==> src/design/assert_macros.svh <==
// ----------------------------------------------------------------------------
// Assertion macros
// Concurrent assertion helpers shared by the RTL; empty under synthesis.
// ----------------------------------------------------------------------------
`ifndef ASSERT_MACROS_SVH
`define ASSERT_MACROS_SVH
`ifndef SYNTHESIS
// same-cycle implication
`define ASSERT_IMPL(lbl, clk, rst_n, ante, cons, msg) \
  lbl: assert property (@(posedge clk) disable iff (!rst_n) (ante) |-> (cons)) \
    else $error(msg);
// next-cycle implication
`define ASSERT_NEXT(lbl, clk, rst_n, ante, cons, msg) \
  lbl: assert property (@(posedge clk) disable iff (!rst_n) (ante) |=> (cons)) \
    else $error(msg);
`else
`define ASSERT_IMPL(lbl, clk, rst_n, ante, cons, msg)
`define ASSERT_NEXT(lbl, clk, rst_n, ante, cons, msg)
`endif
`endif

==> src/design/vgd_ram.sv <==
// ----------------------------------------------------------------------------
// vgd_ram
// Generic single-write, single-read RAM with registered read data.
// ----------------------------------------------------------------------------
`default_nettype none

module vgd_ram #(
  parameter int unsigned WIDTH = 16,
  parameter int unsigned DEPTH = 16
) (
  input  wire logic                                    clk,
  input  wire logic                                    wr_en,
  input  wire logic [((DEPTH > 1) ? $clog2(DEPTH) : 1)-1:0] wr_addr,
  input  wire logic [WIDTH-1:0]                        wr_data,
  input  wire logic                                    rd_en,
  input  wire logic [((DEPTH > 1) ? $clog2(DEPTH) : 1)-1:0] rd_addr,
  output logic      [WIDTH-1:0]                        rd_data
);

  logic [WIDTH-1:0] mem [DEPTH];

  // write port
  always_ff @(posedge clk) begin
    if (wr_en) begin
      mem[wr_addr] <= wr_data;
    end
  end

  // registered read port, hold when not enabled
  always_ff @(posedge clk) begin
    if (rd_en) begin
      rd_data <= mem[rd_addr];
    end
  end

endmodule

`default_nettype wire

==> config.mk <==
export PLATFORM = sky130hd
export DESIGN_NAME = vgd_ram
export DESIGN_NICKNAME = d
export VERILOG_FILES = /design/src/design/assert_macros.svh /design/src/design/vgd_ram.sv
export SDC_FILE = /design/constraint.sdc
export NUM_CORES = 1
export LEC_CHECK = 0
export ABC_AREA = 0
export BUFFER_PORTS_ARGS = -buffer_cell sky130_fd_sc_hd__buf_4
export CAP_MARGIN = 20
export CORE_UTILIZATION = 40
export CTS_CLUSTER_SIZE = 10
export DETAILED_ROUTE_END_ITERATION = 12
export PLACE_DENSITY = 0.53
export RECOVER_POWER = 100
export SETUP_SLACK_MARGIN = 0.5
export SYNTH_ARGS = -nofsm -noshare
export SYNTH_HDL_FRONTEND = slang
export SYNTH_SLANG_ARGS = --single-unit
==> constraint.sdc <==
create_clock -name clk -period 4.5 [get_ports clk]
set_input_delay 1.35 -clock clk [delete_from_list [all_inputs] [get_ports clk]]
set_output_delay 1.35 -clock clk [all_outputs]
set_load 0.005 [all_outputs]
==> impl_metrics.csv, run 1 <==
group,metric,value,unit
worst_setup_path,critical_path.max_fanout,9,
cts,post_cts_buffers,0,
cts,ctsHoldBuffers,0,
global_routing,grt_pass1_wl,32500,µm
detailed_routing,drc,0,
cts,cts_resized,0,
floorplan,start_util,0.406,
detailed_routing,postRouteAntennaNets,0,
timing,fin_tns_setup,0,ns
detailed_routing,routed_wl,21800,µm
timing,drv_slew,161,
logic_synthesis,synthTopCellsByArea,"edfxtp_1, mux4_2, mux4_1",
worst_setup_path,r2r_slack,3.03,ns
timing,min_period,3.35,ns
placement,io_buffers,42,
global_routing,grt.overflow.total,0,
worst_setup_path,start_kind,"primary input",
min_path,min_path_type,"reg -> reg",
logic_synthesis,synth_area,10200,µm²
timing,skew,0.0196,ns
logic_synthesis,yosysTopAreaCell,"edfxtp_1",
logic_synthesis,async_flop_share,0,
global_routing,grt_usage,0.174,
logic_synthesis,ys_ff_latch,272,
global_routing,use_met1,0.265,
finish,area_delta_synth_final,14.4,%
worst_setup_path,endpoint_kind,"register",
logic_synthesis,synthDistinctLibCells,18,
logic_synthesis,syn_nets,459,
detailed_routing,drt_iter0_drc,474,
cts,clk_latency,0.55,ns
floorplan,fp.dieArea,26200,µm²
placement,dp_hpwl,11500,µm
timing,tightest_slew,1.91,ns
cts,cts.htree.levels,1,
logic_synthesis,synth_seq_area_share,0.800,
timing,rsz0062_at_grt,"false",
detailed_routing,vias,4671,
finish,fin_cells,843,
timing,maxSlewHeadroom,-0.271,
global_routing,use_met3,0.0263,
run,cap_violations,7,
global_routing,grt.busiest_layer,"met2",
floorplan,core-area,25100,µm²
global_routing,grt_antenna_before_repair,0,
floorplan,die_h,162,µm
placement,placedCellCount,807,
floorplan,ios,43,
finish,drive_above_1_share,0.244,
logic_synthesis,synth_common_cells,"edfxtp_1, mux4_2, a22oi_1",
timing,fin_crit_sh,0.744,
cts,clockBufferDepth,3,
worst_setup_path,crit_arrival,3.50,ns
placement,gp_congestion,0.709,
worst_setup_path,critical_path_class,"in -> reg",
global_routing,grt_util_met2,0.268,
power,p_leak,0.00366,µW
global_routing,grt_pass1_vias,4963,
floorplan,die_w,162,µm
cts,cts.clk_slew.worst_paths,0.06,ns
logic_synthesis,synth-edff-count,272,
logic_synthesis,avgSynthCellArea,23.6,µm²
finish,antenna_cells,0,
worst_setup_path,cp_data_required_time,4.66,ns
timing,fmax,0.299,GHz
floorplan,num_rows,58,
cts,cts_tree,"built",
finish,layout.nets,537,
outcome,status,"finished, violations left",
power,p_per_area,447,nW/µm²
global_routing,grt_max_degree,65,
detailed_routing,wl_per_cell,25.9,µm
outcome,violations,"capacitance limit, slew limit",
logic_synthesis,ys.flop_type,"edfxtp_1",
detailed_routing,drt_first_pass_iters,6,
detailed_routing,via_per_inst,5.54,
logic_synthesis,synth.most_common_cell,"edfxtp_1",
logic_synthesis,synth_top_area_share,0.800,
cts,clock-sinks,272,
timing,setup_viol,0,
logic_synthesis,syn-instance-count,432,
finish,post-route-util,0.465,
cts,cts_inserted_buffers,31,
power,vdd_drop_max,0.000220,V
logic_synthesis,yosysWarnings,0,
timing,hold_violations,0,
cts,cts_root_buffer,"clkbuf_16",
final timing paths:
path                              from                    to  cells after the start
hold reg to reg   mem[12][8]$_DFFE_PP_  rd_data[8]$_DFFE_PP_                      3
setup / recovery            wr_addr[3]  mem[13][2]$_DFFE_PP_                      4
hold / removal    mem[12][8]$_DFFE_PP_  rd_data[8]$_DFFE_PP_                      3
setup reg to reg   mem[2][8]$_DFFE_PP_  rd_data[8]$_DFFE_PP_                      3
flip-flops by register name, summed over array words and instances (netlist names):
signal	flops
mem	256
rd_data	16
through the flow:
step | cell area [µm²] | total power [µW] | hold slack (ns) | setup WS, ns
after floorplan | 10200 | 3060 | 0.710 | 1.09
after global placement | 11100 | 3180 | 0.726 | 1.31
after detailed placement | 11100 | 3190 | 0.729 | 1.29
after CTS | 11900 | 5280 | 0.740 | 1.89
after global routing | 11700 | 5390 | 0.777 | 1.08
final | 11700 | 5210 | 0.743 | 1.15
per-layer routing:
layer,part of all wire,vias to the layer above
met5,0,-
met4,0.016,0
met3,0.061,31
met2,0.46,138
met1,0.46,2506
li1,-,1996
power breakdown:
part	total [µW]	switching (µW)	internal, µW	leakage, µW
logic	249	143	106	0.000794
clock network	2090	883	1210	0.000397
registers	2870	14.3	2860	0.00247
critical path: stages:
cell and delay, ns:
clkbuf_1 0.14, nand3_1 0.21, nor2_1 1.06, clkbuf_1 0.73
cells in the final DEF (no fill, tap or decap), types with 2 or more instances in the layout:
| master | netlist | layout |
|---|---|---|
| a22oi_1 | 32 | 32 |
| buf_4 | 3 | 10 |
| clkbuf_1 | 8 | 41 |
| clkbuf_16 | 0 | 31 |
| clkbuf_4 | 0 | 15 |
| clkinv_2 | 0 | 2 |
| edfxtp_1 | 272 | 272 |
| mux4_1 | 10 | 10 |
| mux4_2 | 54 | 54 |
| nand2_1 | 17 | 17 |
| nand2b_1 | 2 | 2 |
| nand3b_1 | 2 | 2 |
| nor2_1 | 13 | 4 |
| nor2_2 | 0 | 9 |
| nor2b_1 | 2 | 2 |
| nor3_1 | 4 | 4 |
logic make-up after synthesis:
logic type | Yosys count | share of synthesized area
flops | 272 | 0.800
mux | 64 | 0.145
simple gates | 43 | 0.0189
compound gates | 32 | 0.0235
buf+inv | 21 | 0.0121
cell type report:
class | instances | area, µm²
fill | 2132 | 13400
sequential | 272 | 8170
multi-input combinational | 139 | 1930
clock buffer | 33 | 783
tap | 330 | 413
timing repair buffer | 66 | 359
clock inverter | 3 | 18.8
Note: power is estimated with default switching activity, not from simulation.
==> run 2: changes to the inputs <==
clock period = 3.33 ns   (was 4.5 ns; I/O delays follow)
==> run 2 against run 1 <==
Critical endpoint is now mem[8][14]$_DFFE_PP_. Clock skew down 0.013 ns. Die area did not move. Setup slack got worse by 0.39 ns. Register-to-register slack worse by 1.1 ns. Flip-flop and latch count is the same. Utilization rose by 0.29 points. Via count grew 1.2%. The flow still finishes with violations (capacitance limit, slew limit). Largest power group unchanged. Clock power grew 37%. Sequential power is 35% higher.
==> impl_metrics.csv, run 2 (same netlist as run 1, synthesis figures left out) <==
group,metric,value,unit
cts,clk_latency,0.53,ns
timing,fin_crit_sh,0.769,
worst_setup_path,critical_path.max_fanout,16,
cts,cts_root_buffer,"clkbuf_16",
floorplan,ios,43,
detailed_routing,drt_first_pass_iters,5,
power,vdd_drop_max,0.000359,V
outcome,status,"finished, violations left",
worst_setup_path,start_kind,"primary input",
floorplan,num_rows,58,
min_path,min_path_type,"reg -> reg",
floorplan,die_w,162,µm
finish,layout.nets,539,
cts,cts_inserted_buffers,31,
detailed_routing,vias,4726,
detailed_routing,drt_iter0_drc,377,
global_routing,grt_pass1_vias,4990,
floorplan,fp.dieArea,26200,µm²
detailed_routing,via_per_inst,5.61,
outcome,violations,"capacitance limit, slew limit",
finish,drive_above_1_share,0.253,
finish,num-fill-cells,2114,
floorplan,die_h,162,µm
cts,cts_resized,0,
detailed_routing,postRouteAntennaNets,0,
placement,gp_congestion,0.696,
timing,tightest_slew,1.50,ns
finish,largest_reg_flops,256,
finish,antenna_cells,0,
timing,rsz0062_at_grt,"false",
placement,io_buffers,42,
finish,reg_top3,"mem (256), rd_data (16)",
floorplan,core-area,25100,µm²
finish,area_delta_synth_final,15.1,%
worst_setup_path,critical_path_class,"in -> reg",
finish,top_register,"mem",
global_routing,grt_usage,0.179,
timing,fin_ws,0.768,ns
detailed_routing,drc,0,
cts,clockBufferDepth,3,
power,p_comb_frac,0.048,
cts,post_cts_buffers,0,
global_routing,grt_max_degree,40,
power,pwr-share-clk,0.404,
finish,layout_commonest_cell,"edfxtp_1",
cts,ctsHoldBuffers,0,
power,seqPwrFrac,0.548,
cts,cts_tree,"built",
worst_setup_path,crit_arrival,2.70,ns
detailed_routing,wl_per_cell,26.5,µm
timing,setup_viol,0,
timing,fin_tns_setup,0,ns
run,cap_violations,1,
power,p_sw,1380,µW
power,power.share.switching,0.195,
timing,maxSlewHeadroom,-0.00158,
global_routing,grt_antenna_before_repair,0,
global_routing,grt_pass1_wl,33300,µm
floorplan,start_util,0.406,
power,p_per_area,603,nW/µm²
worst_setup_path,r2r_slack,1.92,ns
placement,dp_slack,0.755,ns
cts,clock-sinks,272,
worst_setup_path,endpoint_kind,"register",
cts,cts.clk_slew.worst_paths,0.05,ns
timing,min_period,2.56,ns
finish,final_cell_mix,"edfxtp_1, mux4_2, clkbuf_1",
worst_setup_path,cp_data_required_time,3.46,ns
detailed_routing,routed_wl,22400,µm
timing,fmax,0.390,GHz
timing,skew,0.00616,ns
timing,drv_slew,16,
global_routing,grt.overflow.total,0,
timing,hold_violations,0,
placement,dp_hpwl,11800,µm
power,p_int,5700,µW
power,p_leak,0.00371,µW
cts,cts.htree.levels,1,
run 2: per-stage QoR:
| stage | instance area, µm² | cells | hold WS [ns] | util | total power [µW] |
|---|---|---|---|---|---|
| after floorplan | 10200 | 432 | 0.710 | - | 4130 |
| after detailed placement | 11100 | 809 | 0.740 | 0.442 | 4320 |
| after global routing | 11700 | 843 | 0.770 | 0.468 | 7320 |
| after global placement | 11100 | 809 | 0.725 | 0.442 | 4310 |
| final | 11700 | 843 | 0.745 | 0.468 | 7080 |
| after CTS | 11900 | 843 | 0.743 | 0.475 | 7180 |
run 2: layout make-up:
type                    count  area [µm²]  share of cell area
well taps                 330         413              0.0351
flip-flops and latches    272        8170               0.695
multi-input cells         139        1930               0.165
clock buffers              31         776              0.0660
clock inverters             3        37.5             0.00319
repair buffers             68         420              0.0358
run 2: power by group through the flow:
stage | Sequential, µW | Clock [µW] | Combinational, µW
2_1_floorplan | 3950 | 0 | 187
3_3_place_gp | 3950 | 0 | 359
3_5_place_dp | 3950 | 0 | 366
4_1_cts | 3880 | 2930 | 366
5_1_grt | 3890 | 3060 | 371
6_report | 3880 | 2860 | 338
run 2: final timing paths:
| check | startpoint | endpoint | cells past startpoint |
|---|---|---|---|
| setup / recovery | wr_addr[2] | mem[8][14]$_DFFE_PP_ | 4 |
| hold / removal | mem[15][11]$_DFFE_PP_ | rd_data[11]$_DFFE_PP_ | 3 |
| setup reg to reg | mem[1][10]$_DFFE_PP_ | rd_data[10]$_DFFE_PP_ | 3 |
| hold reg to reg | mem[15][11]$_DFFE_PP_ | rd_data[11]$_DFFE_PP_ | 3 |
run 2: routing by layer:
metal	up-vias	GRT usage	wire [µm]	part of all wire
li1	1999	-	-	-
met5	-	0	0	0
met2	156	0.281	10700	0.48
met1	2544	0.269	9940	0.44
met3	27	0.0217	1400	0.062
met4	0	0.0433	321	0.014
run 2: worst max-delay path, cell delays in order:
cell and delay (ns):
clkbuf_1 0.10, nand3b_1 0.28, nor3_1 0.20, clkbuf_1 1.10
